$ cat src/hw/rtl/fbba_pkg.sv
`timescale 1ns / 1ps
// ----------------------------------------------------------------------------
// fbba_pkg
// Shared types, widths, register codes and the band edge table of the
// FFT bin band averager.
// ----------------------------------------------------------------------------
package fbba_pkg;

    // Fixed geometry
    localparam int NUM_BANDS     = 48;
    localparam int MAG_WIDTH_DEF = 24;
    localparam int MAG_FIELD_W   = 24;
    localparam int BIN_W         = 8;
    localparam int BAND_W        = 6;
    localparam int SUM_W         = 30;
    localparam int BOOST_W       = 9;
    localparam int SHIFT_W       = 4;
    localparam int HEIGHT_W      = 15;
    localparam int COUNT_W       = 5;
    localparam int PROD_W        = SUM_W + BOOST_W;
    localparam int RECIP_W       = 31;
    localparam int RECIP_BASE    = SUM_W;
    localparam int RSH_W         = 3;
    localparam int FRAC_IN_W     = COUNT_W + BOOST_W;
    localparam int IDATA_W       = 24;
    localparam int ODATA_W       = 24;
    localparam int CFG_IDX_W     = 3;
    localparam int CFG_DATA_W    = 15;

    localparam logic [BIN_W-1:0] BIN_MAX = {BIN_W{1'b1}};

    // Register indexes
    localparam logic [CFG_IDX_W-1:0] CFG_LOW_BOOST   = 3'd0;
    localparam logic [CFG_IDX_W-1:0] CFG_HIGH_BOOST  = 3'd1;
    localparam logic [CFG_IDX_W-1:0] CFG_LOW_COUNT   = 3'd2;
    localparam logic [CFG_IDX_W-1:0] CFG_SCALE_SHIFT = 3'd3;
    localparam logic [CFG_IDX_W-1:0] CFG_HEIGHT_LIM  = 3'd4;

    // Register reset values
    localparam logic [BOOST_W-1:0]  LOW_BOOST_RST   = 9'd205;
    localparam logic [BOOST_W-1:0]  HIGH_BOOST_RST  = 9'd256;
    localparam logic [BAND_W-1:0]   LOW_COUNT_RST   = 6'd12;
    localparam logic [SHIFT_W-1:0]  SCALE_SHIFT_RST = 4'd6;
    localparam logic [HEIGHT_W-1:0] HEIGHT_LIM_RST  = 15'd20480;

    // Inclusive bin ranges of the bands
    localparam logic [BIN_W-1:0] BAND_LO [NUM_BANDS] = '{
        8'd2,   8'd2,   8'd3,   8'd4,   8'd5,   8'd6,   8'd7,   8'd8,
        8'd9,   8'd10,  8'd11,  8'd12,  8'd13,  8'd14,  8'd15,  8'd16,
        8'd17,  8'd18,  8'd19,  8'd20,  8'd21,  8'd22,  8'd23,  8'd24,
        8'd25,  8'd26,  8'd27,  8'd28,  8'd29,  8'd30,  8'd32,  8'd34,
        8'd36,  8'd40,  8'd44,  8'd48,  8'd54,  8'd60,  8'd66,  8'd74,
        8'd82,  8'd92,  8'd102, 8'd115, 8'd128, 8'd146, 8'd164, 8'd182
    };
    localparam logic [BIN_W-1:0] BAND_HI [NUM_BANDS] = '{
        8'd2,   8'd3,   8'd4,   8'd5,   8'd6,   8'd7,   8'd8,   8'd9,
        8'd10,  8'd11,  8'd12,  8'd13,  8'd14,  8'd15,  8'd16,  8'd17,
        8'd18,  8'd19,  8'd20,  8'd21,  8'd22,  8'd23,  8'd24,  8'd25,
        8'd26,  8'd27,  8'd28,  8'd29,  8'd30,  8'd32,  8'd34,  8'd36,
        8'd40,  8'd44,  8'd48,  8'd54,  8'd60,  8'd66,  8'd74,  8'd82,
        8'd92,  8'd102, 8'd115, 8'd128, 8'd146, 8'd164, 8'd182, 8'd200
    };

    // Low edge of a band; a band past the end never matches
    function automatic logic [BIN_W-1:0] band_lo(input logic [BAND_W-1:0] band);
        logic [BIN_W-1:0] lo;
        lo = BIN_MAX;
        if (band < BAND_W'(NUM_BANDS))
        begin
            lo = BAND_LO[band];
        end
        return lo;
    endfunction

    // High edge of a band; a band past the end never matches
    function automatic logic [BIN_W-1:0] band_hi(input logic [BAND_W-1:0] band);
        logic [BIN_W-1:0] hi;
        hi = '0;
        if (band < BAND_W'(NUM_BANDS))
        begin
            hi = BAND_HI[band];
        end
        return hi;
    endfunction

    // Reciprocal of a band's bin count: ceil(2^(RECIP_BASE + shift) / count),
    // exact for any dividend below 2^SUM_W
    function automatic logic [RECIP_W-1:0] recip_of(input logic [COUNT_W-1:0] count);
        logic [RECIP_W-1:0] m;
        unique case (count)
            5'd1:    m = 31'd1073741824;
            5'd2:    m = 31'd1073741824;
            5'd3:    m = 31'd1431655766;
            5'd5:    m = 31'd1717986919;
            5'd7:    m = 31'd1227133514;
            5'd9:    m = 31'd1908874354;
            5'd11:   m = 31'd1561806290;
            5'd14:   m = 31'd1227133514;
            5'd19:   m = 31'd1808407283;
            default: m = '0;
        endcase
        return m;
    endfunction

    // Extra right shift that goes with the reciprocal: ceil(log2(count))
    function automatic logic [RSH_W-1:0] recip_shift_of(input logic [COUNT_W-1:0] count);
        logic [RSH_W-1:0] sh;
        unique case (count)
            5'd1:    sh = 3'd0;
            5'd2:    sh = 3'd1;
            5'd3:    sh = 3'd2;
            5'd5:    sh = 3'd3;
            5'd7:    sh = 3'd3;
            5'd9:    sh = 3'd4;
            5'd11:   sh = 3'd4;
            5'd14:   sh = 3'd4;
            5'd19:   sh = 3'd5;
            default: sh = '0;
        endcase
        return sh;
    endfunction

    // Configuration register set
    typedef struct packed {
        logic [BOOST_W-1:0]  low_band_boost;
        logic [BOOST_W-1:0]  high_band_boost;
        logic [BAND_W-1:0]   low_band_count;
        logic [SHIFT_W-1:0]  scale_shift;
        logic [HEIGHT_W-1:0] height_limit;
    } cfg_t;

    // Controller to datapath
    typedef struct packed {
        logic accept;
        logic quo_load;
        logic rem_load;
        logic scale_load;
        logic frac_load;
        logic out_load;
    } cmd_t;

    // Datapath to controller
    typedef struct packed {
        logic band_close;
        logic out_busy;
    } status_t;

endpackage

$ cat src/hw/rtl/fft_bin_band_averager.sv
`timescale 1ns / 1ps
// ----------------------------------------------------------------------------
// fft_bin_band_averager
// Sums FFT magnitude bins into 48 fixed bands and emits each band's boosted,
// scaled and clamped average in Q7.8 when its last bin arrives.
//
// Channel   Dir   Handshake          Contents
// s_*       in    tvalid / tready    tdata: bin_magnitude[23:0]; tlast: frame_end
// m_*       out   tvalid / tready    tdata: band_index[5:0], band_height[20:6]
//                                    tlast: last_band
// cfg_*     in    cfg_we             cfg_index selects register, cfg_data value
//
// A bin that closes no band is only accepted. A bin that closes a band runs
// through accept, the sum's quotient by the bin count (reciprocal multiply),
// the remainder and the boosted quotient, the boosted remainder, its quotient
// by the bin count, and one output load that adds, shifts and clamps.
// The output register lets the next bin enter while a result waits; the
// output load waits while the previous result is not taken.
// Reset clears the frame state, the output valid and the registers to their
// defaults at once.
// ----------------------------------------------------------------------------
module fft_bin_band_averager
#(
    parameter int MAG_WIDTH = fbba_pkg::MAG_WIDTH_DEF
)
(
    input  logic                              clk,
    input  logic                              rst_n,
    input  logic                              s_tvalid,
    output logic                              s_tready,
    input  logic [fbba_pkg::IDATA_W-1:0]      s_tdata,   // bin_magnitude[23:0]
    input  logic                              s_tlast,
    output logic                              m_tvalid,
    input  logic                              m_tready,
    output logic [fbba_pkg::ODATA_W-1:0]      m_tdata,   // band_index[5:0], band_height[20:6]
    output logic                              m_tlast,
    input  logic                              cfg_we,
    input  logic [fbba_pkg::CFG_IDX_W-1:0]    cfg_index,
    input  logic [fbba_pkg::CFG_DATA_W-1:0]   cfg_data
);

    fbba_pkg::cfg_t    cfg_reg;
    fbba_pkg::cmd_t    cmd;
    fbba_pkg::status_t status;

    logic [fbba_pkg::BAND_W-1:0]   band_index;
    logic [fbba_pkg::HEIGHT_W-1:0] band_height;

    // Configuration registers
    always_ff @(posedge clk or negedge rst_n)
    begin
        if (!rst_n)
        begin
            cfg_reg.low_band_boost  <= fbba_pkg::LOW_BOOST_RST;
            cfg_reg.high_band_boost <= fbba_pkg::HIGH_BOOST_RST;
            cfg_reg.low_band_count  <= fbba_pkg::LOW_COUNT_RST;
            cfg_reg.scale_shift     <= fbba_pkg::SCALE_SHIFT_RST;
            cfg_reg.height_limit    <= fbba_pkg::HEIGHT_LIM_RST;
        end
        else if (cfg_we)
        begin
            unique case (cfg_index)
                fbba_pkg::CFG_LOW_BOOST:
                    cfg_reg.low_band_boost  <= cfg_data[fbba_pkg::BOOST_W-1:0];
                fbba_pkg::CFG_HIGH_BOOST:
                    cfg_reg.high_band_boost <= cfg_data[fbba_pkg::BOOST_W-1:0];
                fbba_pkg::CFG_LOW_COUNT:
                    cfg_reg.low_band_count  <= cfg_data[fbba_pkg::BAND_W-1:0];
                fbba_pkg::CFG_SCALE_SHIFT:
                    cfg_reg.scale_shift     <= cfg_data[fbba_pkg::SHIFT_W-1:0];
                fbba_pkg::CFG_HEIGHT_LIM:
                    cfg_reg.height_limit    <= cfg_data[fbba_pkg::HEIGHT_W-1:0];
                default:
                begin
                end
            endcase
        end
    end

    fbba_ctrl u_ctrl
    (
        .clk      (clk),
        .rst_n    (rst_n),
        .in_valid (s_tvalid),
        .in_ready (s_tready),
        .status   (status),
        .cmd      (cmd)
    );

    fbba_dp #(
        .MAG_WIDTH (MAG_WIDTH)
    ) u_dp
    (
        .clk           (clk),
        .rst_n         (rst_n),
        .cmd           (cmd),
        .status        (status),
        .cfg           (cfg_reg),
        .bin_magnitude (s_tdata[fbba_pkg::MAG_FIELD_W-1:0]),
        .frame_end     (s_tlast),
        .out_ready     (m_tready),
        .out_valid     (m_tvalid),
        .band_index    (band_index),
        .band_height   (band_height),
        .last_band     (m_tlast)
    );

    // Pack the result, zero filled to whole bytes
    assign m_tdata = {{(fbba_pkg::ODATA_W - fbba_pkg::BAND_W - fbba_pkg::HEIGHT_W){1'b0}},
                      band_height, band_index};

endmodule

$ cat src/hw/rtl/fbba_ctrl.sv
`timescale 1ns / 1ps
// ----------------------------------------------------------------------------
// fbba_ctrl
// Sequencer of the band averager: takes bins, and for a closing band runs
// the reciprocal divide by the bin count, the boost and the output load.
// ----------------------------------------------------------------------------
module fbba_ctrl
(
    input  logic              clk,
    input  logic              rst_n,
    input  logic              in_valid,
    output logic              in_ready,
    input  fbba_pkg::status_t status,
    output fbba_pkg::cmd_t    cmd
);

    typedef enum logic [2:0] {
        ST_IDLE,
        ST_QUO,
        ST_REM,
        ST_SCALE,
        ST_FRAC,
        ST_FIN
    } state_t;

    state_t state_reg;
    state_t state_next;

    assign in_ready = (state_reg == ST_IDLE);

    // Decode commands and next state
    always_comb
    begin
        state_next   = state_reg;
        cmd          = '0;
        unique case (state_reg)
            ST_IDLE:
            begin
                if (in_valid)
                begin
                    cmd.accept = 1'b1;
                    if (status.band_close)
                    begin
                        state_next = ST_QUO;
                    end
                end
            end
            ST_QUO:
            begin
                cmd.quo_load = 1'b1;
                state_next   = ST_REM;
            end
            ST_REM:
            begin
                cmd.rem_load = 1'b1;
                state_next   = ST_SCALE;
            end
            ST_SCALE:
            begin
                cmd.scale_load = 1'b1;
                state_next     = ST_FRAC;
            end
            ST_FRAC:
            begin
                cmd.frac_load = 1'b1;
                state_next    = ST_FIN;
            end
            ST_FIN:
            begin
                if (!status.out_busy)
                begin
                    cmd.out_load = 1'b1;
                    state_next   = ST_IDLE;
                end
            end
            default:
            begin
                state_next = ST_IDLE;
            end
        endcase
    end

    // Hold state
    always_ff @(posedge clk or negedge rst_n)
    begin
        if (!rst_n)
        begin
            state_reg <= ST_IDLE;
        end
        else
        begin
            state_reg <= state_next;
        end
    end

endmodule

$ cat src/hw/rtl/fbba_dp.sv
`timescale 1ns / 1ps
// ----------------------------------------------------------------------------
// fbba_dp
// Datapath of the band averager: bin counter, the two open band sums,
// reciprocal divide by the bin count, boost, scale, clamp and output register.
// ----------------------------------------------------------------------------
module fbba_dp
#(
    parameter int MAG_WIDTH = fbba_pkg::MAG_WIDTH_DEF
)
(
    input  logic                              clk,
    input  logic                              rst_n,
    input  fbba_pkg::cmd_t                    cmd,
    output fbba_pkg::status_t                 status,
    input  fbba_pkg::cfg_t                    cfg,
    input  logic [fbba_pkg::MAG_FIELD_W-1:0]  bin_magnitude,
    input  logic                              frame_end,
    input  logic                              out_ready,
    output logic                              out_valid,
    output logic [fbba_pkg::BAND_W-1:0]       band_index,
    output logic [fbba_pkg::HEIGHT_W-1:0]     band_height,
    output logic                              last_band
);

    localparam int MW  = fbba_pkg::MAG_FIELD_W;
    localparam int BW  = fbba_pkg::BAND_W;
    localparam int NW  = fbba_pkg::BIN_W;
    localparam int SW  = fbba_pkg::SUM_W;
    localparam int PW  = fbba_pkg::PROD_W;
    localparam int CW  = fbba_pkg::COUNT_W;
    localparam int HW  = fbba_pkg::HEIGHT_W;
    localparam int GW  = fbba_pkg::BOOST_W;
    localparam int RW  = fbba_pkg::RECIP_W;
    localparam int LW  = fbba_pkg::RSH_W;
    localparam int YW  = fbba_pkg::FRAC_IN_W;
    localparam int QW  = SW + RW;
    localparam int FW  = YW + RW;
    localparam int KW  = 2 * CW;

    // Frame state
    logic [NW-1:0] bin_counter_reg;
    logic [SW-1:0] sum0_reg;
    logic [SW-1:0] sum1_reg;
    logic [BW-1:0] cur_band_reg;

    // Closing band and its height pipeline
    logic [BW-1:0] close_band_reg;
    logic [SW-1:0] close_sum_reg;
    logic [SW-1:0] quo_reg;
    logic [CW-1:0] rem_reg;
    logic [PW-1:0] whole_reg;
    logic [YW-1:0] scaled_rem_reg;
    logic [GW-1:0] frac_reg;

    // Output register
    logic          out_valid_reg;
    logic [BW-1:0] out_index_reg;
    logic [HW-1:0] out_height_reg;
    logic          out_last_reg;

    logic [MW-1:0] mag;
    logic [BW-1:0] next_band;
    logic          in0;
    logic          in1;
    logic          close;
    logic [SW-1:0] sum0_add;
    logic [SW-1:0] sum1_add;
    logic [NW-1:0] lo_sel;
    logic [NW-1:0] hi_sel;
    logic [NW-1:0] bin_span;
    logic [CW-1:0] bin_count;
    logic [GW-1:0] boost;
    logic [RW-1:0] recip;
    logic [LW-1:0] recip_sh;
    logic [QW-1:0] quo_prod;
    logic [QW-1:0] quo_full;
    logic [KW-1:0] quo_count_low;
    logic [FW-1:0] frac_prod;
    logic [FW-1:0] frac_full;
    logic [PW-1:0] total;
    logic [PW-1:0] scaled;
    logic [HW-1:0] clamped;

    // Keep the low MAG_WIDTH bits of the magnitude
    always_comb
    begin
        for (int i = 0; i < MW; i++)
        begin
            mag[i] = (i < MAG_WIDTH) ? bin_magnitude[i] : 1'b0;
        end
    end

    // Band membership of the current bin
    assign next_band = cur_band_reg + BW'(1);
    assign in0 = (bin_counter_reg >= fbba_pkg::band_lo(cur_band_reg))
              && (bin_counter_reg <= fbba_pkg::band_hi(cur_band_reg));
    assign in1 = (bin_counter_reg >= fbba_pkg::band_lo(next_band))
              && (bin_counter_reg <= fbba_pkg::band_hi(next_band));
    assign close = (cur_band_reg < BW'(fbba_pkg::NUM_BANDS))
                && (bin_counter_reg == fbba_pkg::band_hi(cur_band_reg));
    assign sum0_add = in0 ? (sum0_reg + SW'(mag)) : sum0_reg;
    assign sum1_add = in1 ? (sum1_reg + SW'(mag)) : sum1_reg;

    // Advance the frame state on each accepted item
    always_ff @(posedge clk or negedge rst_n)
    begin
        if (!rst_n)
        begin
            bin_counter_reg <= '0;
            sum0_reg        <= '0;
            sum1_reg        <= '0;
            cur_band_reg    <= '0;
        end
        else if (cmd.accept)
        begin
            if (frame_end)
            begin
                bin_counter_reg <= '0;
                sum0_reg        <= '0;
                sum1_reg        <= '0;
                cur_band_reg    <= '0;
            end
            else
            begin
                if (bin_counter_reg != fbba_pkg::BIN_MAX)
                begin
                    bin_counter_reg <= bin_counter_reg + NW'(1);
                end
                if (close)
                begin
                    sum0_reg     <= sum1_add;
                    sum1_reg     <= '0;
                    cur_band_reg <= next_band;
                end
                else
                begin
                    sum0_reg <= sum0_add;
                    sum1_reg <= sum1_add;
                end
            end
        end
    end

    // Capture the closing band
    always_ff @(posedge clk)
    begin
        if (cmd.accept && close)
        begin
            close_band_reg <= cur_band_reg;
            close_sum_reg  <= sum0_add;
        end
    end

    // Boost, bin count and its reciprocal for the closing band
    assign lo_sel    = fbba_pkg::band_lo(close_band_reg);
    assign hi_sel    = fbba_pkg::band_hi(close_band_reg);
    assign bin_span  = hi_sel - lo_sel + NW'(1);
    assign bin_count = bin_span[CW-1:0];
    assign boost     = (close_band_reg < cfg.low_band_count) ? cfg.low_band_boost
                                                             : cfg.high_band_boost;
    assign recip     = fbba_pkg::recip_of(bin_count);
    assign recip_sh  = fbba_pkg::recip_shift_of(bin_count);

    // Quotient of the band sum by the bin count
    assign quo_prod = QW'(close_sum_reg) * QW'(recip);
    assign quo_full = (quo_prod >> fbba_pkg::RECIP_BASE) >> recip_sh;

    // Remainder is below the bin count, so its low bits are enough
    assign quo_count_low = KW'(quo_reg[CW-1:0]) * KW'(bin_count);

    // Boosted remainder divided by the bin count
    assign frac_prod = FW'(scaled_rem_reg) * FW'(recip);
    assign frac_full = (frac_prod >> fbba_pkg::RECIP_BASE) >> recip_sh;

    // Add both parts, scale and clamp
    assign total   = whole_reg + PW'(frac_reg);
    assign scaled  = total >> cfg.scale_shift;
    assign clamped = (scaled > PW'(cfg.height_limit)) ? cfg.height_limit : scaled[HW-1:0];

    // Step through quotient, remainder and boosted quotient, boosted remainder and its share
    always_ff @(posedge clk)
    begin
        if (cmd.quo_load)
        begin
            quo_reg <= quo_full[SW-1:0];
        end
        if (cmd.rem_load)
        begin
            rem_reg   <= close_sum_reg[CW-1:0] - quo_count_low[CW-1:0];
            whole_reg <= PW'(quo_reg) * PW'(boost);
        end
        if (cmd.scale_load)
        begin
            scaled_rem_reg <= YW'(rem_reg) * YW'(boost);
        end
        if (cmd.frac_load)
        begin
            frac_reg <= frac_full[GW-1:0];
        end
    end

    // Hold the result until taken
    always_ff @(posedge clk or negedge rst_n)
    begin
        if (!rst_n)
        begin
            out_valid_reg <= 1'b0;
        end
        else if (cmd.out_load)
        begin
            out_valid_reg <= 1'b1;
        end
        else if (out_ready)
        begin
            out_valid_reg <= 1'b0;
        end
    end

    always_ff @(posedge clk)
    begin
        if (cmd.out_load)
        begin
            out_index_reg  <= close_band_reg;
            out_height_reg <= clamped;
            out_last_reg   <= (close_band_reg == BW'(fbba_pkg::NUM_BANDS - 1));
        end
    end

    assign out_valid   = out_valid_reg;
    assign band_index  = out_index_reg;
    assign band_height = out_height_reg;
    assign last_band   = out_last_reg;

    assign status.band_close = close;
    assign status.out_busy   = out_valid_reg && !out_ready;

endmodule
$ cat config.mk
export PLATFORM = sky130hd
export DESIGN_NAME = fft_bin_band_averager
export DESIGN_NICKNAME = d
export VERILOG_FILES = /design/src/hw/rtl/fbba_pkg.sv /design/src/hw/rtl/fft_bin_band_averager.sv /design/src/hw/rtl/fbba_ctrl.sv /design/src/hw/rtl/fbba_dp.sv
export SDC_FILE = /design/constraint.sdc
export NUM_CORES = 2
export LEC_CHECK = 0
export BUFFER_PORTS_ARGS = -buffer_cell sky130_fd_sc_hd__buf_2
export CAP_MARGIN = 10
export CORE_MARGIN = 3
export CORE_UTILIZATION = 59
export DETAILED_ROUTE_END_ITERATION = 12
export GPL_TIMING_DRIVEN = 1
export PLACE_DENSITY = 0.75
export SLEW_MARGIN = 10
export SYNTH_ARGS = -nofsm -noshare
export SYNTH_HDL_FRONTEND = slang
export SYNTH_SLANG_ARGS = --single-unit
$ cat constraint.sdc
create_clock -name clk -period 15.58 [get_ports clk]
set_input_delay 0.779 -clock clk [delete_from_list [all_inputs] [get_ports clk]]
set_output_delay 0.779 -clock clk [all_outputs]
set_load 0.01 [all_outputs]
* After elaboration in Yosys (flattened, before gate mapping) *
Memory sizes are Yosys's and may differ from the RTL's.
Cells that the tools add are included.

word-level totals
  memories = 8
  bits in registers = 276
  word-level logic and storage cells = 138
  bits of input ports = 48
  ROM bits = 4160
  output and inout bits = 27

cells by class
  $lt $le $gt $ge = 12
  reduce and logical (&&, ||, !) cells = 19
  bitwise logic cells = 3
  $mul = 5
  shift operators = 3
  add/subtract/negate cells = 8
  eq/ne operators = 15
  muxes and demuxes = 44

memories
  memory           depth  width  read ports  clocked after Yosys merged registers in  write ports  RTL line        text
  (no name shown)  32     31     1           0                                        0            fbba_pkg.sv:90  unique case (count)
  (no name shown)  64     8      1           0                                        0            fbba_pkg.sv:81  hi = BAND_HI[band];
  (no name shown)  64     8      1           0                                        0            fbba_pkg.sv:70  lo = BAND_LO[band];
  (no name shown)  64     8      1           0                                        0            fbba_pkg.sv:70
  (no name shown)  64     8      1           0                                        0            fbba_pkg.sv:81
  (no name shown)  64     8      1           0                                        0            fbba_pkg.sv:81
  +2 memories      n/a    n/a    n/a         n/a                                      n/a          n/a

operator list
  cell                                                              count
  30-bit 2-to-1 mux                                                 6
  8-bit 2-to-1 mux                                                  14
  30-bit by 31-bit multiplier with 61-bit output                    1
  30-bit by 24-bit adder with 30-bit output                         2
  14-bit by 31-bit multiplier with 45-bit output                    1
  39-bit by 9-bit adder with 39-bit output                          1
  39-bit by 15-bit greater-than comparator with 1-bit output        1
  30-bit by 9-bit multiplier with 39-bit output                     1
  39-bit by 4-bit right shift with 39-bit output                    1
  31-bit by 3-bit right shift with 30-bit output                    1
  5-bit 2-to-1 mux                                                  6
  7-bit greater-or-equal comparator (second input constant)         3
  6-bit inverter with 7-bit output                                  3
  6-bit less-than comparator (second input constant)                3
  3-bit one-hot mux with 6 select lines                             1
  8-bit greater-or-equal comparator                                 2
  8-bit less-or-equal comparator                                    2
  15-bit 2-to-1 mux                                                 1
  15-bit by 3-bit right shift with 9-bit output                     1
  5-bit by 9-bit multiplier with 14-bit output                      1
  2-bit AND reduction                                               7
  3-bit by 2-bit == test with 1-bit output (second input constant)  4
  6-bit 2-to-1 mux                                                  2
  1-bit 2-to-1 mux                                                  10
  other kinds (20)                                                  34

* Logic depth before layout (Yosys ltp) *
  depth after elaboration = 11
  mapped depth = 53
  gate-level depth less buffers = 49

* Modules after synthesis *
From an unflattened synthesis, not the netlist that was laid out.

second synthesis, totals
  cells, all modules = 7864
  area total of the unflattened synthesis = 71343.4 sq um

by module, submodules not included
  module                 area an instance (sq um)  cells each  sequential area each (sq um)  times used
  fbba_dp                69434.1                   7744        6531.3                        1
  fft_bin_band_averager  1692.9                    99          1091.0                        1
  fbba_ctrl              216.5                     21          75.1                          1

* Worst setup path after synthesis *
OpenSTA, ideal clock, no wires.

  kind = register -> register
  from = reg u_dp.close_band_reg[0]
  to = reg u_dp.quo_reg[25] (data pin)
  arrival = 11.723 ns
  period minus slack after synthesis = 11.999 ns
  buffers on the path = 5
  cell stages (with the launch flop) = 48
  setup slack = 3.581 ns
  setup time = 0.277 ns
  data required time = 15.303 ns
  cell sequence = edfxtp_1 > clkbuf_1 > inv_1 > ha_1 > nor2b_1 > nor3_1 > a2111oi_0 > or2_2 > ha_1 > ha_1 > a21o_1 > a21oi_1 > xnor2_1 > xor3_2 > nor3_1 > nor2_1 > nor2_1 > or2_2 > [12 not listed] > fa_1 > inv_1 > fa_1 > inv_1 > ha_1 > a21o_1 > a21o_1 > a2111o_1 > a21o_1 > nor2_1 > o21a_1 > o21ai_1 > or2_1 > buf_4 > a2111oi_2 > a221oi_2 > nand2_1 > o221ai_1

on the way
  word-level cells in the longest chain between the ends = 10
  elaborated cells on any way between the ends = 16
  those cells by class = 2 x add/sub; 1 x mul; 1 x order compare; 1 x shift; 6 x mux; 1 x bitwise; 4 x memory

RTL lines
  what                                                     RTL line                        text
  start, declared                                          fbba_dp.sv:48                   logic [BW-1:0] close_band_reg;
  start signal, assigned                                   fbba_dp.sv:150                  close_band_reg <= cur_band_reg;
  6-bit inverter with 7-bit output (implied by the code)   fbba_pkg.sv:70, fbba_pkg.sv:81
  memory read 64 x 8 bit, on equally long branches         n/a
  5-bit 2-to-1 mux, on equally long branches (2 in a row)  fbba_pkg.sv:81, fbba_pkg.sv:70
  5-bit 2-to-1 mux, on equally long branches               fbba_pkg.sv:79, fbba_pkg.sv:68
  5-bit subtractor *                                       fbba_dp.sv:158                  assign bin_span = hi_sel - lo_sel + NW'(1);
  5-bit by 1-bit adder with 5-bit output *                 fbba_dp.sv:158
  memory read 32 x 31 bit                                  n/a
  30-bit by 31-bit multiplier with 61-bit output           fbba_dp.sv:166                  assign quo_prod = QW'(close_sum_reg) * QW'(recip);
  31-bit by 3-bit right shift with 30-bit output *         fbba_dp.sv:167                  assign quo_full = (quo_prod >> fbba_pkg::RECIP_BASE) >> recip_sh;
  named net u_dp.quo_full[25]                              fbba_dp.sv:77                   logic [QW-1:0] quo_full;
  end signal, assigned                                     fbba_dp.sv:186                  quo_reg <= quo_full[SW-1:0];
  end, declared                                            fbba_dp.sv:50                   logic [SW-1:0] quo_reg;

The timed path passes the listed nets; every way through them passes the cells marked *. The select of a mux whose other input is x is not followed.
A chain may end at the register's enable or synchronous reset.

* Final worst setup path *
  from = reg u_dp.close_band_reg[0]
  to = reg u_dp.quo_reg[17] (data pin)

Same word-level chain as after synthesis.

==> flow_metrics.env <==
export IMPL_max_freq_mhz=71.9
export IMPL_synth_seq_cells=276
export IMPL_fin_worst_skew_ns=0.0340
export IMPL_arrival_ns=14.23
export IMPL_drtAntennaViolNets=0
export IMPL_synth_cell_types=108
export IMPL_synth_area_um2=72000
export IMPL_worstSetupPathType="reg -> reg"
export IMPL_die_w_um=355
export IMPL_cpPeakStageDelay_ns=1.11
export IMPL_slew_violations=0
export IMPL_finalSetupViolations=0
export IMPL_status="complete, no violations"
export IMPL_period_needed_ns=13.91
export IMPL_worst_path_max_delay_cell="fa_1"
export IMPL_fin_cells=9436
export IMPL_drc=0
export IMPL_clockRootBuffer="clkbuf_16"
export IMPL_grt_pass1_wl_mm=347
export IMPL_syn_to_final_growth_pct=4.12
export IMPL_synth_edf_count=155
export IMPL_clock_latency_ns=0.59
export IMPL_final_hold_violation_count=0
export IMPL_rsz0062_at_grt="no"
export IMPL_gp_congestion=1.10
export IMPL_syn_mean_instance_area_um2=9.02
export IMPL_synth_warnings=0
export IMPL_netlist_instances=7981
export IMPL_fp_dieH_um=355
export IMPL_maxCapViolCount=0
export IMPL_post_route_period_util_pct=89.3
export IMPL_met1_usage_pct=47.7
export IMPL_drive_gt1_share_pct=5.61
export IMPL_setup_tns_ns=0
export IMPL_hold_buffers=0
export IMPL_clk_pin_slew_ns=0.06
export IMPL_hold_class="in -> async"
export IMPL_grt_max_degree=85
export IMPL_first_global_vias=59200
export IMPL_track_usage_pct=36.1
export IMPL_use_met3_pct=9.17
export IMPL_drt_iter0_markers=6265
export IMPL_initial_utilization_pct=59.8
export IMPL_crit_path_frequent_cell="fa_1"
export IMPL_drt_vias_per_instance=6.03
export IMPL_dpl_hpwl_mm=182
export IMPL_drtPass1Iterations=6
export IMPL_ios=75
export IMPL_cts_setup_buffers=0
export IMPL_use_met2_pct=56.0
export IMPL_worstSetupStartpointType="register"
export IMPL_largest_register_ffs=43
export IMPL_final_nets=9807
export IMPL_r2r_cells=42
export IMPL_cts_tree="built"
export IMPL_worst_pin_slew_ns=1.25
export IMPL_cts_buffer_depth=3
export IMPL_cts_repair_resized=0
export IMPL_synth_seq_area_share_pct=10.7
export IMPL_vias=56900
export IMPL_core_area_um2=120000
export IMPL_io_buffer_count=71
export IMPL_grt_overflow=0
export IMPL_async_flop_share_pct=43.8
export IMPL_crit_required_ns=15.90
export IMPL_cts_sinks=276
export IMPL_post_drt_wl_per_cell_um=23.8
export IMPL_relSlewSlack_pct=16.5
export IMPL_dp_cells=9369
export IMPL_cts_buffers=34
export IMPL_dieArea_um2=126000
export IMPL_critPathMaxFanout=21
export IMPL_antenna_found_initial=9
export IMPL_cp_end_kind="register"
export IMPL_finalWirelength_mm=225
export IMPL_ys_flop_type="edfxtp_1"
export IMPL_ctsHtreeMaxLevel=2
export IMPL_grt_busiest_layer="met2"
export IMPL_rows=127
## layout by cell type (no fill, tap or decap), types with 13 or more instances in the layout
master     netlist  layout
nor3_1          68      65
fa_1          1369    1369
clkbuf_16        0      37
mux2i_1         75      75
buf_4           12      90
buf_2            4      70
dfrtp_1        109     108
or2_2           47      47
a211oi_1        25      25
or3_1           15      15
mux2_2          83      83
nand3_1         67      67
a21oi_1        261     260
o31ai_1         16      15
a31oi_1         45      45
nor2_1         291     279
nand2_1        986     984
ha_1           596     596
inv_1         1583    1583
o221ai_1        17      17
nand2b_1        56      55
o21ai_1         16      16
a21o_1         137     137
edfxtp_1       155     155
nor4_1          13      13
o21bai_1        39      39
nand4_1         43      43
o21ai_0        268     267
o211ai_1        44      44
nor2b_1         37      37
a22o_1          18      18
and3_1          81      80
and2_1         516     516
o21a_1          45      45
xnor2_1        155     155
xor2_1          54      54
o22ai_1         22      21
## path summary, 6_finish.rpt
path | to | slack (ns) | startpoint
setup reg to reg | u_dp.quo_reg[17]$_DFFE_PP_ | 1.67 | u_dp.close_band_reg[0]$_DFFE_PP_
hold / removal | cfg_reg[3]$_DFFE_PN0P_ | 0.27 | rst_n
max in group asynchronous | u_dp.sum0_reg[7]$_DFFE_PN0P_ | 14.15 | rst_n
min in group clk | cfg_reg[14]$_DFFE_PN1P_ | 0.40 | cfg_data[14]
hold reg to reg | cfg_reg[38]$_DFFE_PN0P_ | 0.50 | cfg_reg[38]$_DFFE_PN0P_
setup / recovery | u_dp.quo_reg[17]$_DFFE_PP_ | 1.67 | u_dp.close_band_reg[0]$_DFFE_PP_
## layer usage
| metal | part of all wire, % | routed length [um] | vias to the layer above |
|---|---|---|---|
| met5 | 0.041 | 92 | - |
| met4 | 5.8 | 13100 | 8 |
| met3 | 12 | 25900 | 704 |
| met2 | 45 | 100000 | 3207 |
| met1 | 38 | 85600 | 28300 |
| li1 | - | - | 24700 |
## synthesized netlist by cell type, types with 17 or more instances
master    instances  area (um2)
a211oi_1         25         188
a21o_1          137        1030
a21oi_1         261        1310
a22o_1           18         158
a31oi_1          45         282
and2_1          516        3230
and3_1           81         507
buf_1            41         154
clkbuf_1        330        1240
dfrtp_1         109        2730
edfxtp_1        155        4650
fa_1           1369       27400
ha_1            596        7460
inv_1          1583        5940
mux2_2           83         935
mux2i_1          75         751
nand2_1         986        3700
nand2b_1         56         350
nand3_1          67         335
nand4_1          43         269
nor2_1          291        1090
nor2b_1          37         231
nor3_1           68         340
o211ai_1         44         330
o21a_1           45         338
o21ai_0         268        1340
o21bai_1         39         293
o221ai_1         17         149
o22ai_1          22         138
or2_2            47         294
xnor2_1         155        1360
xor2_1           54         473
## metrics by stage
stage | setup WS [ns] | cell area (um2) | hold slack, ns | utilization (%)
6_report | 1.67 | 75000 | 0.274 | 62.2
5_1_grt | 1.12 | 75000 | 0.327 | 62.2
3_3_place_gp | 2.12 | 73800 | 0.475 | 61.2
4_1_cts | 1.83 | 74900 | 0.274 | 62.2
3_5_place_dp | 1.90 | 73800 | 0.491 | 61.2
2_1_floorplan | 3.58 | 72000 | 0.423 | -
## kinds of logic after synthesis
family	after synthesis	synth area share, %
AND/OR/NAND/NOR	2270	15.2
multiplexers	173	2.66
flip-flops	276	10.7
AO/OA/AOI/OAI	1108	10.0
XOR/XNOR	211	2.61
adder cells (fa/ha/maj)	1966	48.4
buffers and inverters	1976	10.4
other	1	0.00521
## final cells by class
class | count | area (um2)
inverter | 1588 | 5960
multi-input combinational | 5731 | 57000
antenna | 4 | 10.0
tap | 1612 | 2020
clock buffer | 47 | 993
sequential | 276 | 7700
fill | 10400 | 45500
clock inverter | 15 | 186
timing repair buffer | 163 | 1070
## critical path, delay by kind of cell, from the launching register on
kind	cells	cell delay [ns]
mux	2	0.62
buf+inv	7	1.08
xor+xnor	1	0.20
fa+ha+maj	13	6.38
simple gates	7	2.54
flops	1	0.62
compound gates	12	2.17
Power is not shown: default switching activity piles up to over one toggle a cycle in this logic, so the estimate is an artifact.
